## config.mk

```make
export PLATFORM = sky130hd
export DESIGN_NAME = ripemd160_hash_engine_top
export DESIGN_NICKNAME = d
export VERILOG_FILES = /design/src/rmd160_pkg.sv /design/src/ripemd160_hash_engine_top.sv
export SDC_FILE = /design/constraint.sdc
export NUM_CORES = 2
export LEC_CHECK = 0
export BUFFER_PORTS_ARGS = -buffer_cell sky130_fd_sc_hd__buf_2
export CORE_MARGIN = 3
export CORE_UTILIZATION = 50
export CTS_CLUSTER_DIAMETER = 30
export CTS_CLUSTER_SIZE = 25
export DETAILED_ROUTE_END_ITERATION = 8
export GPL_ROUTABILITY_DRIVEN = 0
export PLACE_DENSITY = 0.75
export SLEW_MARGIN = 20
export SYNTH_ARGS = -nofsm -noshare
export SYNTH_HDL_FRONTEND = slang
export SYNTH_SLANG_ARGS = --single-unit
```

## constraint.sdc

```tcl
create_clock -name clk -period 18.2 [get_ports clk]
set_clock_uncertainty 0.2 [all_clocks]
set_input_delay 2.73 -clock clk [delete_from_list [all_inputs] [get_ports clk]]
set_output_delay 2.73 -clock clk [all_outputs]
set_load 0.1 [all_outputs]
```

## src/rmd160_pkg.sv

```systemverilog
package rmd160_pkg;

  // Sequencer states
  typedef enum logic [2:0] {
    ST_IDLE,
    ST_PAD,
    ST_PREP,
    ST_STEP,
    ST_FINAL,
    ST_EMIT
  } state_t;

  localparam int unsigned STEPS     = 80;
  localparam int unsigned LAST_STEP = STEPS - 1;

  // Initial chaining values
  localparam logic [31:0] IV [5] = '{
    32'h67452301, 32'hefcdab89, 32'h98badcfe, 32'h10325476, 32'hc3d2e1f0
  };

  // Message word selection per step
  localparam logic [3:0] SEL_LEFT [STEPS] = '{
    4'd0, 4'd1, 4'd2, 4'd3, 4'd4, 4'd5, 4'd6, 4'd7,
    4'd8, 4'd9, 4'd10, 4'd11, 4'd12, 4'd13, 4'd14, 4'd15,
    4'd7, 4'd4, 4'd13, 4'd1, 4'd10, 4'd6, 4'd15, 4'd3,
    4'd12, 4'd0, 4'd9, 4'd5, 4'd2, 4'd14, 4'd11, 4'd8,
    4'd3, 4'd10, 4'd14, 4'd4, 4'd9, 4'd15, 4'd8, 4'd1,
    4'd2, 4'd7, 4'd0, 4'd6, 4'd13, 4'd11, 4'd5, 4'd12,
    4'd1, 4'd9, 4'd11, 4'd10, 4'd0, 4'd8, 4'd12, 4'd4,
    4'd13, 4'd3, 4'd7, 4'd15, 4'd14, 4'd5, 4'd6, 4'd2,
    4'd4, 4'd0, 4'd5, 4'd9, 4'd7, 4'd12, 4'd2, 4'd10,
    4'd14, 4'd1, 4'd3, 4'd8, 4'd11, 4'd6, 4'd15, 4'd13
  };

  localparam logic [3:0] SEL_RIGHT [STEPS] = '{
    4'd5, 4'd14, 4'd7, 4'd0, 4'd9, 4'd2, 4'd11, 4'd4,
    4'd13, 4'd6, 4'd15, 4'd8, 4'd1, 4'd10, 4'd3, 4'd12,
    4'd6, 4'd11, 4'd3, 4'd7, 4'd0, 4'd13, 4'd5, 4'd10,
    4'd14, 4'd15, 4'd8, 4'd12, 4'd4, 4'd9, 4'd1, 4'd2,
    4'd15, 4'd5, 4'd1, 4'd3, 4'd7, 4'd14, 4'd6, 4'd9,
    4'd11, 4'd8, 4'd12, 4'd2, 4'd10, 4'd0, 4'd4, 4'd13,
    4'd8, 4'd6, 4'd4, 4'd1, 4'd3, 4'd11, 4'd15, 4'd0,
    4'd5, 4'd12, 4'd2, 4'd13, 4'd9, 4'd7, 4'd10, 4'd14,
    4'd12, 4'd15, 4'd10, 4'd4, 4'd1, 4'd5, 4'd8, 4'd7,
    4'd6, 4'd2, 4'd13, 4'd14, 4'd0, 4'd3, 4'd9, 4'd11
  };

  // Rotate amounts per step
  localparam logic [3:0] ROT_LEFT [STEPS] = '{
    4'd11, 4'd14, 4'd15, 4'd12, 4'd5, 4'd8, 4'd7, 4'd9,
    4'd11, 4'd13, 4'd14, 4'd15, 4'd6, 4'd7, 4'd9, 4'd8,
    4'd7, 4'd6, 4'd8, 4'd13, 4'd11, 4'd9, 4'd7, 4'd15,
    4'd7, 4'd12, 4'd15, 4'd9, 4'd11, 4'd7, 4'd13, 4'd12,
    4'd11, 4'd13, 4'd6, 4'd7, 4'd14, 4'd9, 4'd13, 4'd15,
    4'd14, 4'd8, 4'd13, 4'd6, 4'd5, 4'd12, 4'd7, 4'd5,
    4'd11, 4'd12, 4'd14, 4'd15, 4'd14, 4'd15, 4'd9, 4'd8,
    4'd9, 4'd14, 4'd5, 4'd6, 4'd8, 4'd6, 4'd5, 4'd12,
    4'd9, 4'd15, 4'd5, 4'd11, 4'd6, 4'd8, 4'd13, 4'd12,
    4'd5, 4'd12, 4'd13, 4'd14, 4'd11, 4'd8, 4'd5, 4'd6
  };

  localparam logic [3:0] ROT_RIGHT [STEPS] = '{
    4'd8, 4'd9, 4'd9, 4'd11, 4'd13, 4'd15, 4'd15, 4'd5,
    4'd7, 4'd7, 4'd8, 4'd11, 4'd14, 4'd14, 4'd12, 4'd6,
    4'd9, 4'd13, 4'd15, 4'd7, 4'd12, 4'd8, 4'd9, 4'd11,
    4'd7, 4'd7, 4'd12, 4'd7, 4'd6, 4'd15, 4'd13, 4'd11,
    4'd9, 4'd7, 4'd15, 4'd11, 4'd8, 4'd6, 4'd6, 4'd14,
    4'd12, 4'd13, 4'd5, 4'd14, 4'd13, 4'd13, 4'd7, 4'd5,
    4'd15, 4'd5, 4'd8, 4'd11, 4'd14, 4'd14, 4'd6, 4'd14,
    4'd6, 4'd9, 4'd12, 4'd9, 4'd12, 4'd5, 4'd15, 4'd8,
    4'd8, 4'd5, 4'd12, 4'd9, 4'd12, 4'd5, 4'd14, 4'd6,
    4'd8, 4'd13, 4'd6, 4'd5, 4'd15, 4'd13, 4'd11, 4'd11
  };

  // Round constants, left line
  function automatic logic [31:0] k_left(input logic [2:0] round);
    unique case (round)
      3'd0:    return 32'h00000000;
      3'd1:    return 32'h5a827999;
      3'd2:    return 32'h6ed9eba1;
      3'd3:    return 32'h8f1bbcdc;
      default: return 32'ha953fd4e;
    endcase
  endfunction

  // Round constants, right line
  function automatic logic [31:0] k_right(input logic [2:0] round);
    unique case (round)
      3'd0:    return 32'h50a28be6;
      3'd1:    return 32'h5c4dd124;
      3'd2:    return 32'h6d703ef3;
      3'd3:    return 32'h7a6d76e9;
      default: return 32'h00000000;
    endcase
  endfunction

  // Boolean function of a round
  function automatic logic [31:0] boolfn(input logic [2:0] round, input logic [31:0] x,
                                         input logic [31:0] y, input logic [31:0] z);
    unique case (round)
      3'd0:    return x ^ y ^ z;
      3'd1:    return (x & y) | (~x & z);
      3'd2:    return (x | ~y) ^ z;
      3'd3:    return (x & z) | (y & ~z);
      default: return x ^ (y | ~z);
    endcase
  endfunction

  // Rotate left, amount 0..31
  function automatic logic [31:0] rotl(input logic [31:0] x, input logic [4:0] s);
    logic [63:0] d;
    d = {x, x} << s;
    return d[63:32];
  endfunction

endpackage

```

## src/ripemd160_hash_engine_top.sv

```systemverilog
// RIPEMD-160 hasher, one word transaction per cycle while the block buffer fills.
// A 16th word starts a compression: a load, 80 steps of the two-line step unit
// (both lines in parallel), a fold. A last word adds its padding words, written
// one by one, and a compression per padded block; the five digest words then go
// out one per cycle while digest_stall is low. Synchronous active-high reset loads
// the initial chaining values and clears the bit count and fill position.
module ripemd160_hash_engine_top (
  input  logic        clk,
  input  logic        rst,
  input  logic        data_valid,
  output logic        data_stall,
  input  logic [31:0] data_word,
  input  logic [2:0]  byte_count,
  input  logic        last_word,
  output logic        digest_valid,
  input  logic        digest_stall,
  output logic [31:0] digest_word,
  output logic [2:0]  word_index,
  output logic        digest_last
);

  rmd160_pkg::state_t state, state_next;

  logic [31:0] chain [5];
  logic [31:0] wl [5];
  logic [31:0] wr [5];
  logic [31:0] mem [16];
  logic [31:0] rd_l, rd_r;
  logic [31:0] pad_word;
  logic [63:0] bit_count;
  logic [3:0]  fill;
  logic [6:0]  step;
  logic [2:0]  out_idx;
  logic        finishing, pad_written, len_lo, len_hi;

  logic        accept;
  logic [2:0]  n_sat;
  logic [31:0] mask;
  logic [31:0] padw;
  logic        wr_en;
  logic [31:0] wr_data;
  logic [6:0]  rd_idx;
  logic [2:0]  round_l, round_r;
  logic [31:0] sum_l, sum_r, t_l, t_r;

  assign accept = data_valid && !data_stall;

  // Last-word byte handling
  always_comb begin
    n_sat = (byte_count > 3'd4) ? 3'd4 : byte_count;
    unique case (n_sat[1:0])
      2'd0:    mask = 32'h00000000;
      2'd1:    mask = 32'h000000ff;
      2'd2:    mask = 32'h0000ffff;
      default: mask = 32'h00ffffff;
    endcase
    if (n_sat == 3'd4) begin
      padw = 32'h00000080;
    end else begin
      padw = (data_word & mask) | (32'h00000080 << {n_sat[1:0], 3'b000});
    end
  end

  // Next state
  always_comb begin
    state_next = state;
    unique case (state)
      rmd160_pkg::ST_IDLE: begin
        if (accept) begin
          if ((!last_word || n_sat == 3'd4) && fill == 4'd15) begin
            state_next = rmd160_pkg::ST_PREP;
          end else if (last_word) begin
            state_next = rmd160_pkg::ST_PAD;
          end
        end
      end
      rmd160_pkg::ST_PAD: begin
        if (fill == 4'd15) begin
          state_next = rmd160_pkg::ST_PREP;
        end
      end
      rmd160_pkg::ST_PREP: state_next = rmd160_pkg::ST_STEP;
      rmd160_pkg::ST_STEP: begin
        if (step == 7'(rmd160_pkg::LAST_STEP)) begin
          state_next = rmd160_pkg::ST_FINAL;
        end
      end
      rmd160_pkg::ST_FINAL: begin
        if (finishing && len_hi) begin
          state_next = rmd160_pkg::ST_EMIT;
        end else if (finishing) begin
          state_next = rmd160_pkg::ST_PAD;
        end else begin
          state_next = rmd160_pkg::ST_IDLE;
        end
      end
      rmd160_pkg::ST_EMIT: begin
        if (!digest_stall && out_idx == 3'd4) begin
          state_next = rmd160_pkg::ST_IDLE;
        end
      end
      default: state_next = rmd160_pkg::ST_IDLE;
    endcase
  end

  // Outputs and buffer port control
  always_comb begin
    data_stall   = 1'b1;
    digest_valid = 1'b0;
    wr_en        = 1'b0;
    wr_data      = data_word;
    rd_idx       = 7'd0;
    unique case (state)
      rmd160_pkg::ST_IDLE: begin
        // input never stalled here, so valid alone marks a transaction
        data_stall = 1'b0;
        wr_en      = data_valid && (!last_word || n_sat == 3'd4);
      end
      rmd160_pkg::ST_PAD: begin
        wr_en = 1'b1;
        if (!pad_written) begin
          wr_data = pad_word;
        end else if (fill == 4'd14) begin
          wr_data = bit_count[31:0];
        end else if (fill == 4'd15 && len_lo) begin
          wr_data = bit_count[63:32];
        end else begin
          wr_data = 32'h0;
        end
      end
      rmd160_pkg::ST_STEP: begin
        rd_idx = (step == 7'(rmd160_pkg::LAST_STEP)) ? 7'd0 : 7'(step + 7'd1);
      end
      rmd160_pkg::ST_EMIT: digest_valid = 1'b1;
      default: ;
    endcase
  end

  assign digest_word = chain[out_idx];
  assign word_index  = out_idx;
  assign digest_last = (out_idx == 3'd4);

  // Block buffer: one write port, two registered read ports
  always_ff @(posedge clk) begin
    if (wr_en) begin
      mem[fill] <= wr_data;
    end
    rd_l <= mem[rmd160_pkg::SEL_LEFT[rd_idx]];
    rd_r <= mem[rmd160_pkg::SEL_RIGHT[rd_idx]];
  end

  // Step unit, computing both lines in parallel
  always_comb begin
    round_l = step[6:4];
    round_r = 3'd4 - step[6:4];
    sum_l = wl[0] + rmd160_pkg::boolfn(round_l, wl[1], wl[2], wl[3]) + rd_l
            + rmd160_pkg::k_left(round_l);
    sum_r = wr[0] + rmd160_pkg::boolfn(round_r, wr[1], wr[2], wr[3]) + rd_r
            + rmd160_pkg::k_right(round_l);
    t_l = rmd160_pkg::rotl(sum_l, {1'b0, rmd160_pkg::ROT_LEFT[step]}) + wl[4];
    t_r = rmd160_pkg::rotl(sum_r, {1'b0, rmd160_pkg::ROT_RIGHT[step]}) + wr[4];
  end

  // Working registers
  always_ff @(posedge clk) begin
    if (state == rmd160_pkg::ST_IDLE && accept && last_word) begin
      pad_word <= padw;
    end
    if (state == rmd160_pkg::ST_PREP) begin
      for (int i = 0; i < 5; i++) begin
        wl[i] <= chain[i];
        wr[i] <= chain[i];
      end
    end else if (state == rmd160_pkg::ST_STEP) begin
      wl[0] <= wl[4];
      wl[4] <= wl[3];
      wl[3] <= rmd160_pkg::rotl(wl[2], 5'd10);
      wl[2] <= wl[1];
      wl[1] <= t_l;
      wr[0] <= wr[4];
      wr[4] <= wr[3];
      wr[3] <= rmd160_pkg::rotl(wr[2], 5'd10);
      wr[2] <= wr[1];
      wr[1] <= t_r;
    end
  end

  // Control state, counters and chaining words
  always_ff @(posedge clk) begin
    if (rst) begin
      state       <= rmd160_pkg::ST_IDLE;
      fill        <= 4'd0;
      bit_count   <= 64'd0;
      step        <= 7'd0;
      out_idx     <= 3'd0;
      finishing   <= 1'b0;
      pad_written <= 1'b0;
      len_lo      <= 1'b0;
      len_hi      <= 1'b0;
      for (int i = 0; i < 5; i++) begin
        chain[i] <= rmd160_pkg::IV[i];
      end
    end else begin
      state <= state_next;
      if (wr_en) begin
        fill <= 4'(fill + 4'd1);
      end
      if (state == rmd160_pkg::ST_IDLE && accept) begin
        if (last_word) begin
          bit_count <= bit_count + {58'd0, n_sat, 3'b000};
          finishing <= 1'b1;
        end else begin
          bit_count <= bit_count + 64'd32;
        end
      end
      // padding progress flags
      if (state == rmd160_pkg::ST_PAD) begin
        pad_written <= 1'b1;
        if (pad_written && fill == 4'd14) begin
          len_lo <= 1'b1;
        end
        if (pad_written && fill == 4'd15 && len_lo) begin
          len_hi <= 1'b1;
        end
      end
      if (state == rmd160_pkg::ST_PREP) begin
        step <= 7'd0;
      end else if (state == rmd160_pkg::ST_STEP) begin
        step <= 7'(step + 7'd1);
      end
      // fold the two lines into the chaining words
      if (state == rmd160_pkg::ST_FINAL) begin
        chain[0] <= chain[1] + wl[2] + wr[3];
        chain[1] <= chain[2] + wl[3] + wr[4];
        chain[2] <= chain[3] + wl[4] + wr[0];
        chain[3] <= chain[4] + wl[0] + wr[1];
        chain[4] <= chain[0] + wl[1] + wr[2];
        out_idx  <= 3'd0;
      end
      // digest transactions, then back to a fresh message
      if (state == rmd160_pkg::ST_EMIT && !digest_stall) begin
        if (out_idx == 3'd4) begin
          out_idx     <= 3'd0;
          bit_count   <= 64'd0;
          fill        <= 4'd0;
          finishing   <= 1'b0;
          pad_written <= 1'b0;
          len_lo      <= 1'b0;
          len_hi      <= 1'b0;
          for (int i = 0; i < 5; i++) begin
            chain[i] <= rmd160_pkg::IV[i];
          end
        end else begin
          out_idx <= 3'(out_idx + 3'd1);
        end
      end
    end
  end

  // Checks
  a_no_input_while_emit: assert property (@(posedge clk) disable iff (rst)
    digest_valid |-> data_stall)
    else $error("input taken while digest pending");

  a_step_range: assert property (@(posedge clk) disable iff (rst)
    (state == rmd160_pkg::ST_STEP) |-> (step <= 7'(rmd160_pkg::LAST_STEP)))
    else $error("step counter out of range");

  a_last_flag: assert property (@(posedge clk) disable iff (rst)
    digest_valid |-> (out_idx <= 3'd4))
    else $error("digest index out of range");

  a_last_busy: assert property (@(posedge clk) disable iff (rst)
    (accept && last_word) |=> (data_stall && finishing))
    else $error("last word did not start padding");

  a_compress_on_full: assert property (@(posedge clk) disable iff (rst)
    (wr_en && fill == 4'd15) |=> (state == rmd160_pkg::ST_PREP))
    else $error("full block not compressed");

endmodule
```

Word-level counts from Yosys, hierarchy flattened
Memory sizes are Yosys's and may differ from the RTL's. A register that Yosys moved wholly into a read port is not among the register bits.
Index checks and enable logic that the tools add are counted.
Storage, ports and cells
  memory bits (writable): 992
  flip-flop bits (word level): 117
  word-level logic and storage cells: 242
  memories kept: 8
  ROM bits: 2048
  output and inout bits: 38
Operators by class
  eq/ne operators: 23
  shift operators: 3
  $add $sub $neg: 24
  muxes and demuxes: 95
  magnitude comparators: 3
  reductions and logical operators: 22
  bitwise logic cells: 54
Memory list
  (no name shown): words 128, bits a word 4, rd ports 1, clocked after Yosys merged registers in 0, write ports 0, line ripemd160_hash_engine_top.sv:161  | t_r = rmd160_pkg::rotl(sum_r, {1'b0, rmd160_pkg::ROT_RIGHT[step]}) + wr[4];
  (no name shown): words 128, bits a word 4, rd ports 1, clocked after Yosys merged registers in 0, write ports 0, line ripemd160_hash_engine_top.sv:160  | t_l = rmd160_pkg::rotl(sum_l, {1'b0, rmd160_pkg::ROT_LEFT[step]}) + wl[4];
  (no name shown): words 128, bits a word 4, rd ports 1, clocked after Yosys merged registers in 0, write ports 0, line ripemd160_hash_engine_top.sv:149  | rd_r <= mem[rmd160_pkg::SEL_RIGHT[rd_idx]];
  (no name shown): words 128, bits a word 4, rd ports 1, clocked after Yosys merged registers in 0, write ports 0, line ripemd160_hash_engine_top.sv:148  | rd_l <= mem[rmd160_pkg::SEL_LEFT[rd_idx]];
  mem: words 16, bits a word 32, rd ports 2, clocked after Yosys merged registers in 2, write ports 1, line ripemd160_hash_engine_top.sv:27  | logic [31:0] mem [16];
  chain: words 5, bits a word 32, rd ports 6, clocked after Yosys merged registers in 1, write ports 5, line ripemd160_hash_engine_top.sv:24  | logic [31:0] chain [5];
  +2 memories
Operator list (count)
  2-to-1 mux 32 bit: 24
  adder 32 bit: 18
  case mux 32 bit (4 select lines): 3
  bitwise AND 32 bit: 9
  bitwise OR 32 bit: 9
  2-to-1 mux 64 bit: 4
  bitwise XOR 32 bit: 8
  inverter 32 bit: 6
  left shift 64 x 4 -> 64 bit: 2
  case mux 31 bit (4 select lines): 1
  case mux 24 bit (3 select lines): 1
  adder 64 x 6 -> 64 bit: 1
  adder 64 x 6 -> 64 bit, second input constant: 1
  2-to-1 mux 4 bit: 11
  2-to-1 mux 3 bit: 13
  2-to-1 mux 1 bit: 34
  left shift 8 x 5 -> 32 bit, first input constant: 1
  bitwise OR 1 bit: 20
  equality test 3 x 2 -> 1 bit, second input constant: 6
  case mux 3 bit (6 select lines): 1
  greater-or-equal comparator 8 bit, second input constant: 2
  inverter 7 -> 8 bit: 2
  2-to-1 mux 7 bit: 2
  equality test 3 bit, second input constant: 4
  21 further kinds: 41

Longest topological paths before layout
An unclocked memory read counts as a cell.
  depth in word-level cells: 11
  gate-level depth with buffers: 46

Worst setup path after synthesis
Ideal clock, no wire load.
  path type: register to register
  start: reg state[2]
  end: reg step[2]
  arrival time: 15.803 ns
  library setup time: 0.126 ns
  clock period less this slack: 16.129 ns
  buffers on the path: 1
  slack: 2.071 ns
  stages on the path, launching flop included: 5
  cells stage by stage: dfxtp_1 buf_6 nor2b_1 a21o_1 nor2_1
On the way
  cells in the longest elaborated chain, start to end: 2
  elaborated cells on any way between the ends: 3
  classes of those cells: eq/ne: 2; reduce/logical: 1
Ends and longest elaborated chain
  start: declaration: line ripemd160_hash_engine_top.sv:22  | rmd160_pkg::state_t state, state_next;
  start signal: assignment: line ripemd160_hash_engine_top.sv:191  | state <= rmd160_pkg::ST_IDLE;
  start signal: assignment: line ripemd160_hash_engine_top.sv:204  | state <= state_next;
  equality test 3 x 2 -> 1 bit: line ripemd160_hash_engine_top.sv:226  | if (state == rmd160_pkg::ST_PREP) begin
  OR reduction 2 bit (no source line)
  end signal: assignment: line ripemd160_hash_engine_top.sv:229  | step <= 7'(step + 7'd1);
  end: declaration: line ripemd160_hash_engine_top.sv:32  | logic [6:0] step;
Several ways; a longest one is shown, not always the timed one.
A chain may end at the register's enable or synchronous reset.

==> impl_metrics.env <==
export IMPL_hp_class="reg -> reg"
export IMPL_area_growth_pct=14.1
export IMPL_yosysWarnings=0
export IMPL_drt_initial_drc_count=9892
export IMPL_remaining_drc_errors=2
export IMPL_violations="design-rule violations"
export IMPL_netlist_cell_type_count=115
export IMPL_vias=65858
export IMPL_synthArstFlopShare=0
export IMPL_fp_dieArea_um2=167000
export IMPL_synth_nets=8358
export IMPL_fp_dieH_um=409
export IMPL_grt_first_pass_wirelength_um=407000
export IMPL_dp_hpwl_um=195000
export IMPL_routed_wl_um=277000
export IMPL_crit_type="reg -> reg"
export IMPL_finalWorstSetupSlack_ps=6730
export IMPL_postCtsSetupBuffers=0
export IMPL_clock_latency_ps=890
export IMPL_critPathLaunchType="register"
export IMPL_cts_buffer_depth=3
export IMPL_syn_area_um2=81200
export IMPL_fin_cells=10082
export IMPL_cp_slowest_stage_delay_ps=880
export IMPL_status="finished, violations left"
export IMPL_synth_avg_cell_area_um2=10.6
export IMPL_first_pass_iters=9
export IMPL_wire_per_inst_um=27.5
export IMPL_synth_seq_area_share=0.413
export IMPL_numCtsBuffers=240
export IMPL_root_buffer="clkbuf_16"
export IMPL_grt_antenna_before_repair=10
export IMPL_ios=78
export IMPL_viasPerCell=6.53
export IMPL_power_leakage_nw=37.2
export IMPL_tns_ps=0
export IMPL_rsz0062_at_grt="no"
export IMPL_dp_cells=9618
export IMPL_max_freq_mhz=87.2
export IMPL_cp_data_required_time_ps=18550
export IMPL_slowest_stage="dfxtp_2"
export IMPL_hold_violations=0
export IMPL_grt_start_max_net_pins=196
export IMPL_period_needed_ps=11470
export IMPL_overflow=0
export IMPL_fin_nets=8392
export IMPL_maxSlewHeadroom=0.140
export IMPL_hold_buffers=0
export IMPL_start_util=0.504
export IMPL_vdd_drop_max_uv=354
export IMPL_drv_slew=0
export IMPL_tightest_slew_ps=1280
export IMPL_synthCells=7666
export IMPL_cts_clk_slew_worst_paths_ps=50
export IMPL_ant_nets=0
export IMPL_cp_end_kind="register"
export IMPL_synth_ff_type="edfxtp_1"
export IMPL_numClockSinks=1166
export IMPL_timing_max_cap_violations=0
export IMPL_synth_edf_count=1017
export IMPL_grt_pass1_vias=63838
export IMPL_p_per_area_nw_per_um2=219
export IMPL_ys_ff_latch=1166
export IMPL_final_layout_size_suffix_gt1_frac=0.128
export IMPL_fp_dieW_um=409
export IMPL_core_area_um2=161000
export IMPL_cts_resized_gates=0
export IMPL_tritoncts="done"
export IMPL_groute_usage_overall=0.324
export IMPL_pre_cts_slack_ps=7160
export IMPL_crit_fanout=33
export IMPL_rows=147
export IMPL_io_buffers=77
export IMPL_setup_violations=0
export IMPL_h_tree_depth=4
export IMPL_min_period_over_period=0.630
export IMPL_critPathArrivalTime_ps=11820
-- state kept, by name, indices dropped and copies added, names as in the netlist, named ones only --
register,flops
mem,512
chain,160
wl,160
wr,160
bit_count,61
rd_l,32
rd_r,32
pad_word,25
step,7
fill,4
state,3
word_index,3
finishing,1
len_hi,1
len_lo,1
pad_written,1
-- worst max-delay path, delay by kind of cell, from the launching register on --
kind                     cells  cell delay (ps)
AO/OA/AOI/OAI               19             4520
XOR/XNOR                     2              340
buffers and inverters        5             1490
flip-flops                   1              880
adder cells (fa/ha/maj)      5             2200
AND/OR/NAND/NOR              5              790
multiplexers                 3              660
-- synthesized netlist by cell type (all sizes together) (181+ instances only) --
cell	number	share of area
inv	479	0.022
xor2	229	0.025
buf	181	0.013
edfxtp	1017	0.38
fa	285	0.070
xnor2	207	0.023
nand2	1072	0.050
clkbuf	212	0.0098
o21ai	538	0.033
mux2i	418	0.052
nor2	391	0.018
ha	367	0.057
a21oi	352	0.022
-- layout by cell type (no fill, tap or decap), types with 116 or more instances in the layout --
master and n:
ha_1 366, a211oi_1 123, edfxtp_1 1017, nand2_1 1066, a21o_1 132, xnor2_1 205, xor2_1 228, inv_1 477
mux2_2 116, o21ai_0 473, clkbuf_16 242, nor2_1 371, mux2i_1 417, a21oi_1 343, fa_1 285, dfxtp_1 142
mux4_2 162
-- per-stage QoR --
step                area, um^2  hold WS (ps)  total power, mW  utilization
finish                   92600           296             20.3        0.575
global route             92600           343             21.2        0.575
detailed placement       83700           272             15.0        0.520
global placement         83700           262             14.7        0.520
floorplan                81200           240             11.8            -
CTS                      92500           301             19.8        0.575
-- path summary, 6_finish.rpt --
kind	start	endpoint	slack, ps	cells past startpoint
worst max-delay path	step[6]	wl[0][62]	6730	39
worst min-delay path	bit_count[3]	bit_count[3]	300	2
worst max register to register	step[6]	wl[0][62]	6730	39
worst min register to register	bit_count[3]	bit_count[3]	300	2
-- final cells by class --
cell class	count	area, um^2
fillers	12852	68400
multi-input cells	5624	44400
flip-flops and latches	1166	33500
clock buffers	275	6280
well taps	2160	2700
clock inverters	185	2580
inverters	483	1810
repair buffers	185	1250
diodes	4	10.0
-- cells by family after synthesis --
| group | after synthesis | share of synthesized area |
|---|---|---|
| multiplexers | 697 | 0.113 |
| adder cells (fa/ha/maj) | 652 | 0.127 |
| AO/OA/AOI/OAI | 1774 | 0.141 |
| flip-flops | 1166 | 0.413 |
| XOR/XNOR | 438 | 0.0482 |
| buffers and inverters | 876 | 0.0453 |
| AND/OR/NAND/NOR | 2063 | 0.113 |
-- report_power, final --
group          total, mW  internal [mW]  switching [mW]
Clock               4.72           3.10            1.62
Sequential          3.85           3.45           0.402
Combinational       11.7           4.32            7.37
Total               20.3           10.9            9.39
-- per-layer routing --
metal | global-route usage | vias up | wire length, um
met4 | 0.211 | 6 | 21400
met5 | 0 | - | 36
met1 | 0.412 | 31942 | 97700
met3 | 0.0940 | 1007 | 37900
li1 | - | 28069 | -
met2 | 0.483 | 4834 | 120000
Power figures use the tool's default switching activity.
